===== src/hdl/lfn_pkg.sv =====
package lfn_pkg;

   // default sizes
   localparam int MAX_INSTANCES_DEF = 1024;
   localparam int MAX_FEATURES_DEF  = 64;
   localparam int OUT_BITS_DEF      = 16;

   // register map
   localparam int CSR_INDEX_W = 2;
   localparam int CSR_DATA_W  = 11;
   localparam logic [CSR_INDEX_W-1:0] REG_FEATURE_COUNT  = 2'd0;
   localparam logic [CSR_INDEX_W-1:0] REG_INSTANCE_COUNT = 2'd1;
   localparam logic [6:0]  FEATURE_COUNT_RESET  = 7'd1;
   localparam logic [10:0] INSTANCE_COUNT_RESET = 11'd4;

   // fixed point constants
   localparam logic [32:0] ONE_Q32      = 33'h1_0000_0000;
   localparam logic [43:0] Z_LIMIT      = 44'hF_FFFF;
   localparam logic [3:0]  TAYLOR_TERMS = 4'd10;

   // input word
   typedef struct packed {
      logic              mode;
      logic signed [31:0] sample_value;
   } req_type;

   // result word
   typedef struct packed {
      logic [15:0] norm_value;
      logic [5:0]  feature_index;
      logic [9:0]  instance_index;
      logic        last_value;
      logic        status;
   } rsp_type;

   // divider request
   typedef struct packed {
      logic        start;
      logic [63:0] dividend;
      logic [63:0] divisor;
   } div_req_type;

   // floor(2^32 / m) estimate for the series terms, m = 1 is one below 2^32
   function automatic logic [31:0] taylor_recip(input logic [3:0] m);
      logic [31:0] r;
      case (m)
         4'd1:    r = 32'hFFFF_FFFF;
         4'd2:    r = 32'h8000_0000;
         4'd3:    r = 32'h5555_5555;
         4'd4:    r = 32'h4000_0000;
         4'd5:    r = 32'h3333_3333;
         4'd6:    r = 32'h2AAA_AAAA;
         4'd7:    r = 32'h2492_4924;
         4'd8:    r = 32'h2000_0000;
         4'd9:    r = 32'h1C71_C71C;
         4'd10:   r = 32'h1999_9999;
         default: r = 32'h0;
      endcase
      return r;
   endfunction

endpackage


===== src/hdl/lfn_isqrt.sv =====
module lfn_isqrt (
   input  logic        clock,
   input  logic        reset,
   input  logic        sqrt_start,
   input  logic [63:0] sqrt_value,
   output logic        sqrt_done,
   output logic [31:0] sqrt_root
);

   import lfn_pkg::*;

   logic        busy_ff, busy_in;
   logic        done_ff, done_in;
   logic [5:0]  cnt_ff, cnt_in;
   logic [33:0] rem_ff, rem_in;
   logic [31:0] root_ff, root_in;
   logic [63:0] val_ff, val_in;
   logic [35:0] trial;
   logic [35:0] cand;
   logic        ge;

   // two radicand bits per cycle, one root bit
   assign trial = {rem_ff, val_ff[63:62]};
   assign cand  = {2'b00, root_ff, 2'b01};
   assign ge    = (trial >= cand);

   always_comb begin
      busy_in = busy_ff;
      done_in = 1'b0;
      cnt_in  = cnt_ff;
      rem_in  = rem_ff;
      root_in = root_ff;
      val_in  = val_ff;
      if (sqrt_start) begin
         busy_in = 1'b1;
         cnt_in  = 6'd32;
         rem_in  = 34'd0;
         root_in = 32'd0;
         val_in  = sqrt_value;
      end else if (busy_ff) begin
         if (ge) begin
            rem_in = 34'(trial - cand);
         end else begin
            rem_in = trial[33:0];
         end
         root_in = {root_ff[30:0], ge};
         val_in  = {val_ff[61:0], 2'b00};
         cnt_in  = cnt_ff - 6'd1;
         if (cnt_ff == 6'd1) begin
            busy_in = 1'b0;
            done_in = 1'b1;
         end
      end
   end

   always_ff @(posedge clock) begin
      if (reset) begin
         busy_ff <= 1'b0;
         done_ff <= 1'b0;
         cnt_ff  <= 6'd0;
      end else begin
         busy_ff <= busy_in;
         done_ff <= done_in;
         cnt_ff  <= cnt_in;
      end
      rem_ff  <= rem_in;
      root_ff <= root_in;
      val_ff  <= val_in;
   end

   assign sqrt_done = done_ff;
   assign sqrt_root = root_ff;

endmodule


===== config.mk =====
export PLATFORM = sky130hd
export DESIGN_NAME = lfn_isqrt
export DESIGN_NICKNAME = d
export VERILOG_FILES = /design/src/hdl/lfn_pkg.sv /design/src/hdl/lfn_isqrt.sv
export SDC_FILE = /design/constraint.sdc
export NUM_CORES = 1
export LEC_CHECK = 0
export BUFFER_PORTS_ARGS = -buffer_cell sky130_fd_sc_hd__buf_2
export CAP_MARGIN = 5
export CORE_MARGIN = 5
export CORE_UTILIZATION = 26
export DETAILED_ROUTE_END_ITERATION = 7
export PLACE_DENSITY_LB_ADDON = 0.08
export SLEW_MARGIN = 30
export SYNTH_ARGS = -nofsm -noshare
export SYNTH_HDL_FRONTEND = slang
export SYNTH_SLANG_ARGS = --single-unit

===== constraint.sdc =====
create_clock -name clock -period 3.5 [get_ports clock]
set_input_delay 0.35 -clock clock [delete_from_list [all_inputs] [get_ports clock]]
set_output_delay 0.35 -clock clock [all_outputs]
set_load 0.005 [all_outputs]

==> flow_metrics.env <==
export IMPL_status="finished, final reports clean"
export IMPL_tightest_slew_ns=0.801
export IMPL_start_kind="flop"
export IMPL_overflow=0
export IMPL_final_util=0.316
export IMPL_pwr_density_cell_nw_per_um2=827
export IMPL_via_count=5676
export IMPL_syn_area_um2=7630
export IMPL_setup_violations=0
export IMPL_synthCells=753
export IMPL_ctsHoldBuffers=0
export IMPL_path_cells="inv_1 > ha_1 > and4_1 > o211ai_1 > a31oi_2 > a21oi_2 > a2111oi_0 > o22a_2 > a41oi_2 > mux2i_1 > o21ai_1"
export IMPL_critPathKind="reg2reg"
export IMPL_layout_drive_gt1_share=0.259
export IMPL_synth_cell_types=64
export IMPL_worstSetupEndpointType="flop"
export IMPL_num_io_pins=100
export IMPL_firstDrtPassIters=4
export IMPL_hp_class="in2reg"
export IMPL_syn_area_per_cell_um2=10.1
export IMPL_path_depth=11
export IMPL_p_leak_uw=0.00378
export IMPL_via_per_inst=4.61
export IMPL_hold_viol_final=0
export IMPL_max_stage_delay_ns=0.77
export IMPL_drv_cap=0
export IMPL_clock_fmax_mhz=299
export IMPL_clock_sinks=138
export IMPL_routed_wl_um=19300
export IMPL_die_x_um=181
export IMPL_drt_drc_violations_left=0
export IMPL_htree_levels=4
export IMPL_rsz0062_at_grt="false"
export IMPL_layout_common_cells="buf_2, nor2_1, dfxtp_1, edfxtp_1, mux2_2"
export IMPL_cts_resized=0
export IMPL_ys_seq_elements=138
export IMPL_drt_iter0_markers=274
export IMPL_syn2layout_area_growth_pct=19.5
export IMPL_critPathMaxFanout=7
export IMPL_cts_buffer_depth=2
export IMPL_clk_latency_ns=0.43
export IMPL_r2r_cells=11
export IMPL_r2r_end="rem_ff[33]"
export IMPL_fin_nets=937
export IMPL_io_buffers=99
export IMPL_vdd_drop_max_uv=571
export IMPL_synth_main_ff_cell="dfxtp_1"
export IMPL_die_h_um=181
export IMPL_ant_nets=0
export IMPL_start_util=0.264
export IMPL_cts_buffers=17
export IMPL_coreArea_um2=28900
export IMPL_dp_hpwl_um=13400
export IMPL_cts_setup_buffers=0
export IMPL_root_buffer="clkbuf_16"
export IMPL_finalClockSkew_ns=0.0130
export IMPL_async_reset_ff_frac=0
export IMPL_slew_viol_final=0
export IMPL_r2r_slack_ns=0.16
export IMPL_grt_max_degree=65
export IMPL_synth_edf_count=64
export IMPL_post_route_min_period_ns=3.34
export IMPL_required_ns=3.80
export IMPL_clk_pin_slew_ns=0.06
export IMPL_cts_tree="yes"
export IMPL_ys_seq_area_frac=0.446
export IMPL_grt_pass1_wl_um=32200
export IMPL_grt_pass1_vias=5983
export IMPL_track_usage=0.119
export IMPL_finalSetupTns_ns=0
export IMPL_syn_nets=856
export IMPL_endpoint="rem_ff[33]"
export IMPL_final_common_cell="buf_2"
export IMPL_critical_path_top_delay_family="compound AO/OA/AOI/OAI gates"
export IMPL_slowest_stage="a2111oi_0"
export IMPL_fin_crit_sh=0.956
export IMPL_ys_warn_count=0
export IMPL_crit_reg2reg_launch="sqrt_root[3]"
export IMPL_crit_start="sqrt_root[3]"
export IMPL_antenna_found_initial=3
export IMPL_fillers=3038
export IMPL_wl_per_cell_um=15.6
export IMPL_crit_buf_inv=1
export IMPL_dieArea_um2=32900
export IMPL_gp_congestion=0.902
export IMPL_slew_headroom=0.452
export IMPL_critPathArrivalTime_ns=3.65
export IMPL_num_rows=62
[kinds of logic (layout without fill, tap and decap cells)]
logic type      Yosys count  after routing  share of synthesized area
simple gates            201            201                      0.118
compound gates          146            146                      0.135
flops                   138            138                      0.446
mux                     109            109                      0.153
buf+inv                  90            184                     0.0507
fa+ha+maj                36             36                     0.0590
xor+xnor                 33             33                     0.0379
other cells               0              1                          0
[registers in the layout, summed over array words and instances, names as in the netlist]
| name | count |
|---|---|
| cnt_ff | 6 |
| busy_ff | 1 |
| val_ff | 64 |
| sqrt_done | 1 |
| sqrt_root | 32 |
| rem_ff | 34 |
[worst min-delay path by stage]
stage | from | to | cells after the start
floorplan | reset | busy_ff | 1
global placement | cnt_ff[0] | cnt_ff[0] | 2
detailed placement | rem_ff[33] | rem_ff[33] | 2
CTS | reset | busy_ff | 2
global route | reset | busy_ff | 2
finish | reset | busy_ff | 2
[power by group]
group,internal (uW),switching [uW]
sequential,1920,151
clock,1170,843
combinational,1500,1970
total,4580,2960
[synth_stat cells, types with 2 or more instances]
cell type	number	share of area
a211o_1	3	0.0034
a211oi_1	18	0.018
a21o_1	21	0.021
a21oi_1	35	0.023
a221oi_1	2	0.0023
a311oi_1	5	0.0057
a311oi_2	3	0.0059
a31oi_1	3	0.0025
and2_1	4	0.0033
and3_1	2	0.0016
buf_1	4	0.0020
buf_2	12	0.0079
buf_6	3	0.0044
clkbuf_1	24	0.012
dfxtp_1	74	0.19
edfxtp_1	64	0.25
ha_1	36	0.059
inv_1	46	0.023
mux2_2	62	0.092
mux2i_1	47	0.062
nand2_1	55	0.027
nand2b_1	3	0.0025
nand3_1	10	0.0066
nand4_1	9	0.0074
nor2_1	85	0.042
nor2b_1	4	0.0033
nor3_1	12	0.0079
nor3b_1	2	0.0020
nor4_1	2	0.0016
o211ai_1	4	0.0039
o21a_1	3	0.0030
o21ai_0	21	0.014
o21ai_1	2	0.0013
o21bai_1	6	0.0059
o31ai_1	2	0.0020
or2_2	3	0.0025
or3_1	3	0.0025
or4_1	2	0.0020
xnor2_1	19	0.022
xor2_1	14	0.016
[layer usage]
layer  wire length [um]  vias up  track usage
met5                 14        -            0
met4                232        4       0.0342
met3               1090       19       0.0396
met2               8770      117        0.186
met1               9160     2672        0.158
li1                   -     2864            -
[stage by stage]
| step | power [uW] | hold WS, ns | std cells | setup WS (ns) | instance area, um2 |
|---|---|---|---|---|---|
| floorplan | 4840 | 0.422 | 753 | 0.901 | 7630 |
| global placement | 5610 | 0.474 | 1199 | 0.258 | 8470 |
| detailed placement | 5580 | 0.468 | 1199 | 0.245 | 8470 |
| CTS | 7660 | 0.0872 | 1231 | 0.218 | 9120 |
| global route | 8130 | 0.0895 | 1232 | 0.0579 | 9120 |
| finish | 7540 | 0.109 | 1232 | 0.156 | 9120 |
[worst register-to-register path, delay by kind of cell (launching register included)]
kind                     cells  cell delay (ns)
AO/OA/AOI/OAI                7             1.90
adder cells (fa/ha/maj)      1             0.41
buffers and inverters        1             0.06
flip-flops                   1             0.37
multiplexers                 1             0.18
AND/OR/NAND/NOR              1             0.30
[cell type report]
type | count | area, um2 | area share
diodes | 1 | 2.50 | 0.000274
clock buffers | 17 | 425 | 0.0467
clock inverters | 15 | 216 | 0.0237
inverters | 46 | 173 | 0.0189
multi-input cells | 525 | 3840 | 0.421
flip-flops and latches | 138 | 3410 | 0.374
well taps | 384 | 480 | 0.0527
repair buffers | 106 | 576 | 0.0631
Power figures use the tool's default switching activity.
