`src/hdl/lfn_pkg.sv`:
```
package lfn_pkg;

   // default sizes
   localparam int MAX_INSTANCES_DEF = 1024;
   localparam int MAX_FEATURES_DEF  = 64;
   localparam int OUT_BITS_DEF      = 16;

   // register map
   localparam int CSR_INDEX_W = 2;
   localparam int CSR_DATA_W  = 11;
   localparam logic [CSR_INDEX_W-1:0] REG_FEATURE_COUNT  = 2'd0;
   localparam logic [CSR_INDEX_W-1:0] REG_INSTANCE_COUNT = 2'd1;
   localparam logic [6:0]  FEATURE_COUNT_RESET  = 7'd1;
   localparam logic [10:0] INSTANCE_COUNT_RESET = 11'd4;

   // fixed point constants
   localparam logic [32:0] ONE_Q32      = 33'h1_0000_0000;
   localparam logic [43:0] Z_LIMIT      = 44'hF_FFFF;
   localparam logic [3:0]  TAYLOR_TERMS = 4'd10;

   // input word
   typedef struct packed {
      logic              mode;
      logic signed [31:0] sample_value;
   } req_type;

   // result word
   typedef struct packed {
      logic [15:0] norm_value;
      logic [5:0]  feature_index;
      logic [9:0]  instance_index;
      logic        last_value;
      logic        status;
   } rsp_type;

   // divider request
   typedef struct packed {
      logic        start;
      logic [63:0] dividend;
      logic [63:0] divisor;
   } div_req_type;

   // floor(2^32 / m) estimate for the series terms, m = 1 is one below 2^32
   function automatic logic [31:0] taylor_recip(input logic [3:0] m);
      logic [31:0] r;
      case (m)
         4'd1:    r = 32'hFFFF_FFFF;
         4'd2:    r = 32'h8000_0000;
         4'd3:    r = 32'h5555_5555;
         4'd4:    r = 32'h4000_0000;
         4'd5:    r = 32'h3333_3333;
         4'd6:    r = 32'h2AAA_AAAA;
         4'd7:    r = 32'h2492_4924;
         4'd8:    r = 32'h2000_0000;
         4'd9:    r = 32'h1C71_C71C;
         4'd10:   r = 32'h1999_9999;
         default: r = 32'h0;
      endcase
      return r;
   endfunction

endpackage

```
`src/hdl/lfn_divider.sv`:
```
module lfn_divider (
   input  logic                clock,
   input  logic                reset,
   input  lfn_pkg::div_req_type div_req,
   output logic                div_done,
   output logic [63:0]         div_quo
);

   import lfn_pkg::*;

   logic        busy_ff, busy_in;
   logic        done_ff, done_in;
   logic [6:0]  cnt_ff, cnt_in;
   logic [63:0] rem_ff, rem_in;
   logic [63:0] quo_ff, quo_in;
   logic [63:0] dsr_ff, dsr_in;
   logic [64:0] shifted;
   logic [64:0] diff;
   logic        ge;

   // restoring step, one quotient bit per cycle
   assign shifted = {rem_ff, quo_ff[63]};
   assign diff    = shifted - {1'b0, dsr_ff};
   assign ge      = (shifted >= {1'b0, dsr_ff});

   always_comb begin
      busy_in = busy_ff;
      done_in = 1'b0;
      cnt_in  = cnt_ff;
      rem_in  = rem_ff;
      quo_in  = quo_ff;
      dsr_in  = dsr_ff;
      if (div_req.start) begin
         busy_in = 1'b1;
         cnt_in  = 7'd64;
         rem_in  = 64'd0;
         quo_in  = div_req.dividend;
         dsr_in  = div_req.divisor;
      end else if (busy_ff) begin
         rem_in = ge ? diff[63:0] : shifted[63:0];
         quo_in = {quo_ff[62:0], ge};
         cnt_in = cnt_ff - 7'd1;
         if (cnt_ff == 7'd1) begin
            busy_in = 1'b0;
            done_in = 1'b1;
         end
      end
   end

   always_ff @(posedge clock) begin
      if (reset) begin
         busy_ff <= 1'b0;
         done_ff <= 1'b0;
         cnt_ff  <= 7'd0;
      end else begin
         busy_ff <= busy_in;
         done_ff <= done_in;
         cnt_ff  <= cnt_in;
      end
      rem_ff <= rem_in;
      quo_ff <= quo_in;
      dsr_ff <= dsr_in;
   end

   assign div_done = done_ff;
   assign div_quo  = quo_ff;

endmodule

```
`config.mk`:
```
export PLATFORM = sky130hd
export DESIGN_NAME = lfn_divider
export DESIGN_NICKNAME = d
export VERILOG_FILES = /design/src/hdl/lfn_pkg.sv /design/src/hdl/lfn_divider.sv
export SDC_FILE = /design/constraint.sdc
export NUM_CORES = 1
export LEC_CHECK = 0
export BUFFER_PORTS_ARGS = -buffer_cell sky130_fd_sc_hd__buf_2
export CORE_MARGIN = 2
export CORE_UTILIZATION = 52
export CTS_BUF_LIST = sky130_fd_sc_hd__clkbuf_8 sky130_fd_sc_hd__clkbuf_16
export CTS_CLUSTER_SIZE = 25
export DETAILED_ROUTE_END_ITERATION = 10
export PLACE_DENSITY = 0.77
export REMOVE_ABC_BUFFERS = 1
export SETUP_SLACK_MARGIN = 0.4
export SYNTH_ARGS = -nofsm -noshare
export SYNTH_HDL_FRONTEND = slang
export SYNTH_SLANG_ARGS = --single-unit
```
`constraint.sdc`:
```
create_clock -name clock -period 2.9 [get_ports clock]
set_input_delay 0.145 -clock clock [delete_from_list [all_inputs] [get_ports clock]]
set_output_delay 0.145 -clock clock [all_outputs]
set_load 0.05 [all_outputs]
```
==> impl_results.md, run 1 <==
* Share of post-route cells with drive strength above 1 at 0.423
* Peak fanout along the critical path at 4
* Routability cong. at 0.921
* WL/cell at about 23 µm
* Final WL at 49.4 mm
* Detailed Routing Iterations Pass 1 at 8
* Hold EP: rem_ff[59]
* R2r worst-path depth at 13
* Fin area at 19300 µm²
* Fraction of registers with async set/reset at 0
* Remaining Overflow, GRT at 0
* Initial DRC count at 1534
* YS warnings at 0
* Later-pin clock latency in the skew report at between 0.5 and 0.6 ns
* Top post-synthesis cells by area: edfxtp_1 (31%), dfxtp_1 (12%), ha_1 (6.6%)
* Dpl hpwl at 26.8 mm
* Setup TNS at -14.78 ns
* Post-Synthesis Cells at 1291
* Synth area leader: edfxtp_1
* Max-capacitance violation count at 0
* GR Util All Layers at 0.356
* Netlist cell types at 94
* CTS H-tree depth at 1
* Top post-synthesis cells by count: nand2_1 (155), edfxtp_1 (128), nor2_1 (109), inv_1 (82), a21oi_1 (78)
* Final Critical Period at 3.22 ns
* Slew @ Worst Pin at between 0.7 and 0.8 ns
* CTS tree: done
* Clock Skew at roughly 0.018 ns
* I/O pins at 196
* Peak VDD IR at between 400 and 500 µV
* Slew Viols, Final at 0
* Initial Util at 0.529
* PwrDens at 573 nW/µm²
* Global-route wire length before repair at 70.0 mm
* Status: finished, violations left
* Die ar. at 25100 µm²
* Num CTS Buffers at 23
* Slew HR at 0.508
* Clock tree buffer depth at 3
* RSZ-0062 raised after global routing: true
* CP arrival at 3.63 ns
* Vias per cell at 6.24
* Final Cycle Share at 1.11
* Pleak at roughly 8.3 nW
* Final setup viols at 65
* Final Hold Vio Count at 0
* Core Util, Final at 0.824
* CP Class: reg2reg
* Vias at 13500
* Most frequent cell after synthesis: nand2_1
* RR Startpoint: dsr_ff[4]
* Synth top area share at 0.310
* Die width at 159 µm
* Residual DRC at 0
* Hold Path Depth at 2
* Worst-path clk slew at 0.06 ns
* Startpoint Class: flop
* EDFF count, synth at ~130
* R2R Setup Slk at -0.32 ns
* Cell Area, Synth at 12400 µm²
* Initial antenna violation count at 1
* Worst r2r dst: rem_ff[33]
* CP endpoint kind: flop
* Ys flop type: edfxtp_1
* CP required at 3.31 ns
* Peak Freq at 310 MHz
* Failing checks: setup timing
* CTS root buffer: clkbuf_16
* Area grow syn2layout at 55.7%
* Sequential share of the synthesized area at 0.427
* Clock sink total at between 200 and 250
* Placed Area at 15000 µm²
* Placeable Area at 23500 µm²
* Hold crit path type: in2reg
* Die height at 159 µm
* Routed Antenna Nets at 0
* Hold Startpoint: div_req[128]
* Tot Pwr at 11.1 mW
* IO buf count at 195
* Syn_area_per_cell at 9.62 µm²
* Std-Cell Rows at 56
* Synthesis-stage register bit count at 201
* Largest net degree at the start of global routing at 110
* Vias in the first global route at 13300
* Worst hold slack at 0.160 ns
* Final net count at 2028
* Post-route setup slack at -0.325 ns
## registers in the layout, summed over array words and instances, names as in the netlist
| name | count |
|---|---|
| div_quo | 64 |
| dsr_ff | 64 |
| cnt_ff | 7 |
| busy_ff | 1 |
| rem_ff | 64 |
| div_done | 1 |
## critical path, stage by stage (launching register included)
cell,delay (ns)
edfxtp_1,0.38
inv_2,0.08
ha_4,0.21
a21o_1,0.18
a211o_1,0.35
o21ai_4,0.22
a2111oi_4,0.12
buf_4,0.17
buf_4,0.13
o21ai_0,0.38
a21boi_0,0.28
or3_1,0.37
nand4_1,0.13
a21oi_1,0.08
## cells in the final DEF (no fill, tap or decap), types with 30 or more instances in the layout
| master | instances |
|---|---|
| a21o_1 | 41 |
| edfxtp_1 | 128 |
| buf_2 | 194 |
| mux2_2 | 65 |
| a21oi_1 | 58 |
| dlygate4sd3_1 | 129 |
| dfxtp_1 | 72 |
| buf_4 | 206 |
| nor2_1 | 101 |
| ha_1 | 39 |
| nand2_1 | 112 |
| inv_1 | 74 |
| o21ai_0 | 30 |
## metrics by stage
step                cells  worst slack, ns
global route         2167           -0.417
detailed placement   1928           -0.238
finish               2167           -0.325
CTS                  2144          -0.0797
global placement     1928           -0.152
floorplan            1226            -1.52
## cell type report
type | count | area [µm²]
multi-input combinational | 943 | 7810
sequential | 201 | 5310
timing repair buffer | 579 | 4720
fill | 1179 | 4140
clock buffer | 25 | 603
tap | 319 | 399
inverter | 82 | 308
clock inverter | 17 | 185
antenna | 1 | 2.50
## layer usage
layer,GRT usage,vias to the layer above,wire length [µm]
li1,-,5856,-
met1,0.428,6369,17800
met2,0.609,969,23300
met3,0.0678,327,4650
met4,0.183,0,3640
met5,0,-,0
## cell families after synthesis
group	Yosys count	synth area share
simple gates	406	0.153
compound gates	347	0.201
flops	201	0.427
buf+inv	147	0.0496
mux	75	0.0675
fa+ha+maj	67	0.0681
xor+xnor	48	0.0339
## how the worst max path moves through the flow
stage                           start    endpoint
after floorplan               busy_ff  div_quo[0]
after global placement    div_quo[63]  rem_ff[48]
after detailed placement   dsr_ff[30]  rem_ff[29]
after CTS                   dsr_ff[1]  rem_ff[63]
after global routing       dsr_ff[19]  rem_ff[57]
final                       dsr_ff[4]  rem_ff[33]
## power by group
| part | leakage, nW | internal, mW | switching [mW] |
|---|---|---|---|
| Sequential | 1.87 | 3.34 | 0.193 |
| Combinational | 6.07 | 2.00 | 2.46 |
| Clock | 0.395 | 1.79 | 1.30 |
| Total | 8.34 | 7.13 | 3.96 |
## repair_timing
item,CTS,global route
hold buffers,129,0
setup endpoints to repair,65,65
pin swaps,80,77
setup buffers,34,21
endpoints found under the hold margin,137,0
gates resized for setup,162,146
cloned,11,1
Power figures use the tool's default switching activity.
==> run 2: changes to the inputs <==
CAP_MARGIN = 20   (was default)
REMOVE_ABC_BUFFERS = default   (was 1)
==> impl_results.md, run 2 (synthesized netlist as in run 1, its figures left out) <==
* Final setup viols at 64
* GR Util met1 at 0.423
* Met2 usage at 0.612
* Initial Util at 0.529
* Setup TNS at -11.14 ns
* Slew Viols, Final at 0
* Vias at 13500
* Hold EP: dsr_ff[12]
* Dpl hpwl at around 27 mm
* Pleak at between 8 and 9 nW
* Hold crit path type: in2reg
* I/O pins at 196
* R2R Setup Slk at -0.39 ns
* Final Cycle Share at 1.13
* Clock power share at 0.285
* Peak VDD IR at ~650 µV
* Clock Skew at 0.0220 ns
* Worst hold slack at between 0.1 and 0.15 ns
* RSZ-0062 raised after global routing: true
* CP required at 3.35 ns
* Combinational group share of total power at 0.388
* Hold Path Depth at 1
* Die ar. at approximately 25000 µm²
* WL/cell at 22.8 µm
* GRT busiest layer: met2
* Switching pwr at about 3.9 mW
* Initial antenna violation count at 1
* GR Util All Layers at 0.353
* Clock sink total at approximately 200
* Initial DRC count at 1221
* Share of post-route cells with drive strength above 1 at 0.415
* CP Class: reg2reg
* Std-Cell Rows at 56
* Grt met3 use at 0.0691
* Largest net degree at the start of global routing at 65
* Synthesized Nets at 1489
* CTS tree: done
* Num CTS Buffers at 23
* Worst r2r dst: rem_ff[53]
* Detailed Routing Iterations Pass 1 at 6
* Vias per cell at 6.24
* Slew @ Worst Pin at a little under 0.8 ns
* Worst-path clk slew at ~0.060 ns
* Max-capacitance violation count at 0
* Post-route setup slack at -0.387 ns
* Peak fanout along the critical path at 5
* Final WL at between 40 and 50 mm
* R2r worst-path depth at 13
* Kind of cell adding the most delay to the critical path: compound AO/OA/AOI/OAI gates
* Status: finished, violations left
* Slowest Stage Delay on Critical Path at 0.46 ns
* Routability cong. at ~0.96
* Peak Freq at 304 MHz
* Core Util, Final at 0.819
* RR Startpoint: dsr_ff[4]
* Routed Antenna Nets at 0
* Die width at 159 µm
* Cell breakdown of the critical path: inv_2, ha_4, a21o_1, a211o_1, o21ai_4, a2111oi_4, buf_4, o2111ai_4, buf_4, nand2_4, a21oi_1, nand3_1, a311oi_2
* Commonest non-fill, non-tap cells in the layout: buf_4 (208), buf_2 (194), dlygate4sd3_1 (129), edfxtp_1 (128), nand2_1 (122)
* Seq pwr share at 0.328
* Commonest non-fill, non-tap cell in the layout: buf_4
* Remaining Overflow, GRT at 0
* Final net count at 2022
* Startpoint Class: flop
* Total of fill cells in the finished design at 1273
* Die height at 159 µm
* Switch share at 0.358
* Final Hold Vio Count at 0
* Global-route wire length before repair at 69.4 mm
* CP endpoint kind: flop
* CP arrival at 3.74 ns
* Failing checks: setup timing
* Area of the multi-input gates at 7890 µm²
* CTS H-tree depth at 1
* Critical path depth at 13
* Hold Startpoint: div_req[128]
* Placeable Area at ~23000 µm²
* Pint at 6.97 mW
* Clock tree buffer depth at 3
* Later-pin clock latency in the skew report at around 0.56 ns
* Residual DRC at 0
* Vias in the first global route at between 10000 and 15000
* Final Critical Period at 3.29 ns
* CTS root buffer: clkbuf_16
* Flip-flop and latch area at 5310 µm²
* Area grow syn2layout at 54.8%
* Crit-path most repeated cell: buf_4
* Slew HR at 0.482
* Slowest library cell on the worst path: a21oi_1
* Bufs and invs on worst path at 3
* IO buf count at 195
* PwrDens at 564 nW/µm²
[run 2: changes by cell type in the layout (fill, tap and decap cells not counted), moves of 4 or more]
cell,previous run,this run
buf_12,16,11
buf_16,11,6
ha_4,24,29
nand2_1,112,122
nand2_2,25,21
nand2_4,18,12
nor3_4,0,5
o21ai_2,7,3
[run 2: cell type report]
class / count / share of cell area
Antenna cell: 2 / 0.000260
Clock buffer: 25 / 0.0314
Clock inverter: 17 / 0.00892
Inverter: 82 / 0.0162
Multi-Input combinational cell: 943 / 0.411
Sequential cell: 201 / 0.276
Tap cell: 319 / 0.0208
Timing Repair Buffer: 573 / 0.236
[run 2: routing by layer]
layer	wire, µm	up-vias	part of all wire
met2	23500	945	0.48
met3	4430	290	0.090
met4	3420	0	0.069
met5	0	-	0
li1	-	5839	-
met1	18000	6410	0.36
[run 2: how the worst max path moves through the flow]
stage | start | to | slack (ns)
final | dsr_ff[4] | rem_ff[53] | -0.39
after global routing | dsr_ff[17] | rem_ff[53] | -0.45
after CTS | div_quo[63] | rem_ff[42] | -0.04
after detailed placement | dsr_ff[40] | rem_ff[29] | -0.23
after global placement | dsr_ff[0] | rem_ff[62] | -0.10
after floorplan | div_quo[63] | rem_ff[62] | -0.24
[run 2: repair_timing]
item,in CTS,in global routing
setup buffers,39,21
gates cloned,6,3
hold buffers,129,0
endpoints found under the setup margin,65,65
resized for setup,220,59
pin swaps,86,48
hold endpoints to repair,135,0
[run 2: through the flow]
stage	std cells	instance area [µm²]	power, mW	worst slack, ns
2_1_floorplan	1291	12600	5.52	-0.240
4_1_cts	2136	18700	10.3	-0.0381
3_3_place_gp	1920	15100	6.52	-0.104
6_report	2162	19200	10.8	-0.387
5_1_grt	2162	19200	11.2	-0.452
3_5_place_dp	1920	15100	6.58	-0.234
[run 2: power by group through the flow]
stage	clock network [mW]	logic [mW]	registers (mW)
2_1_floorplan	0	1.67	3.85
6_report	3.09	4.21	3.55
3_3_place_gp	0	2.98	3.54
3_5_place_dp	0	3.03	3.55
4_1_cts	3.04	3.75	3.52
5_1_grt	3.19	4.41	3.57
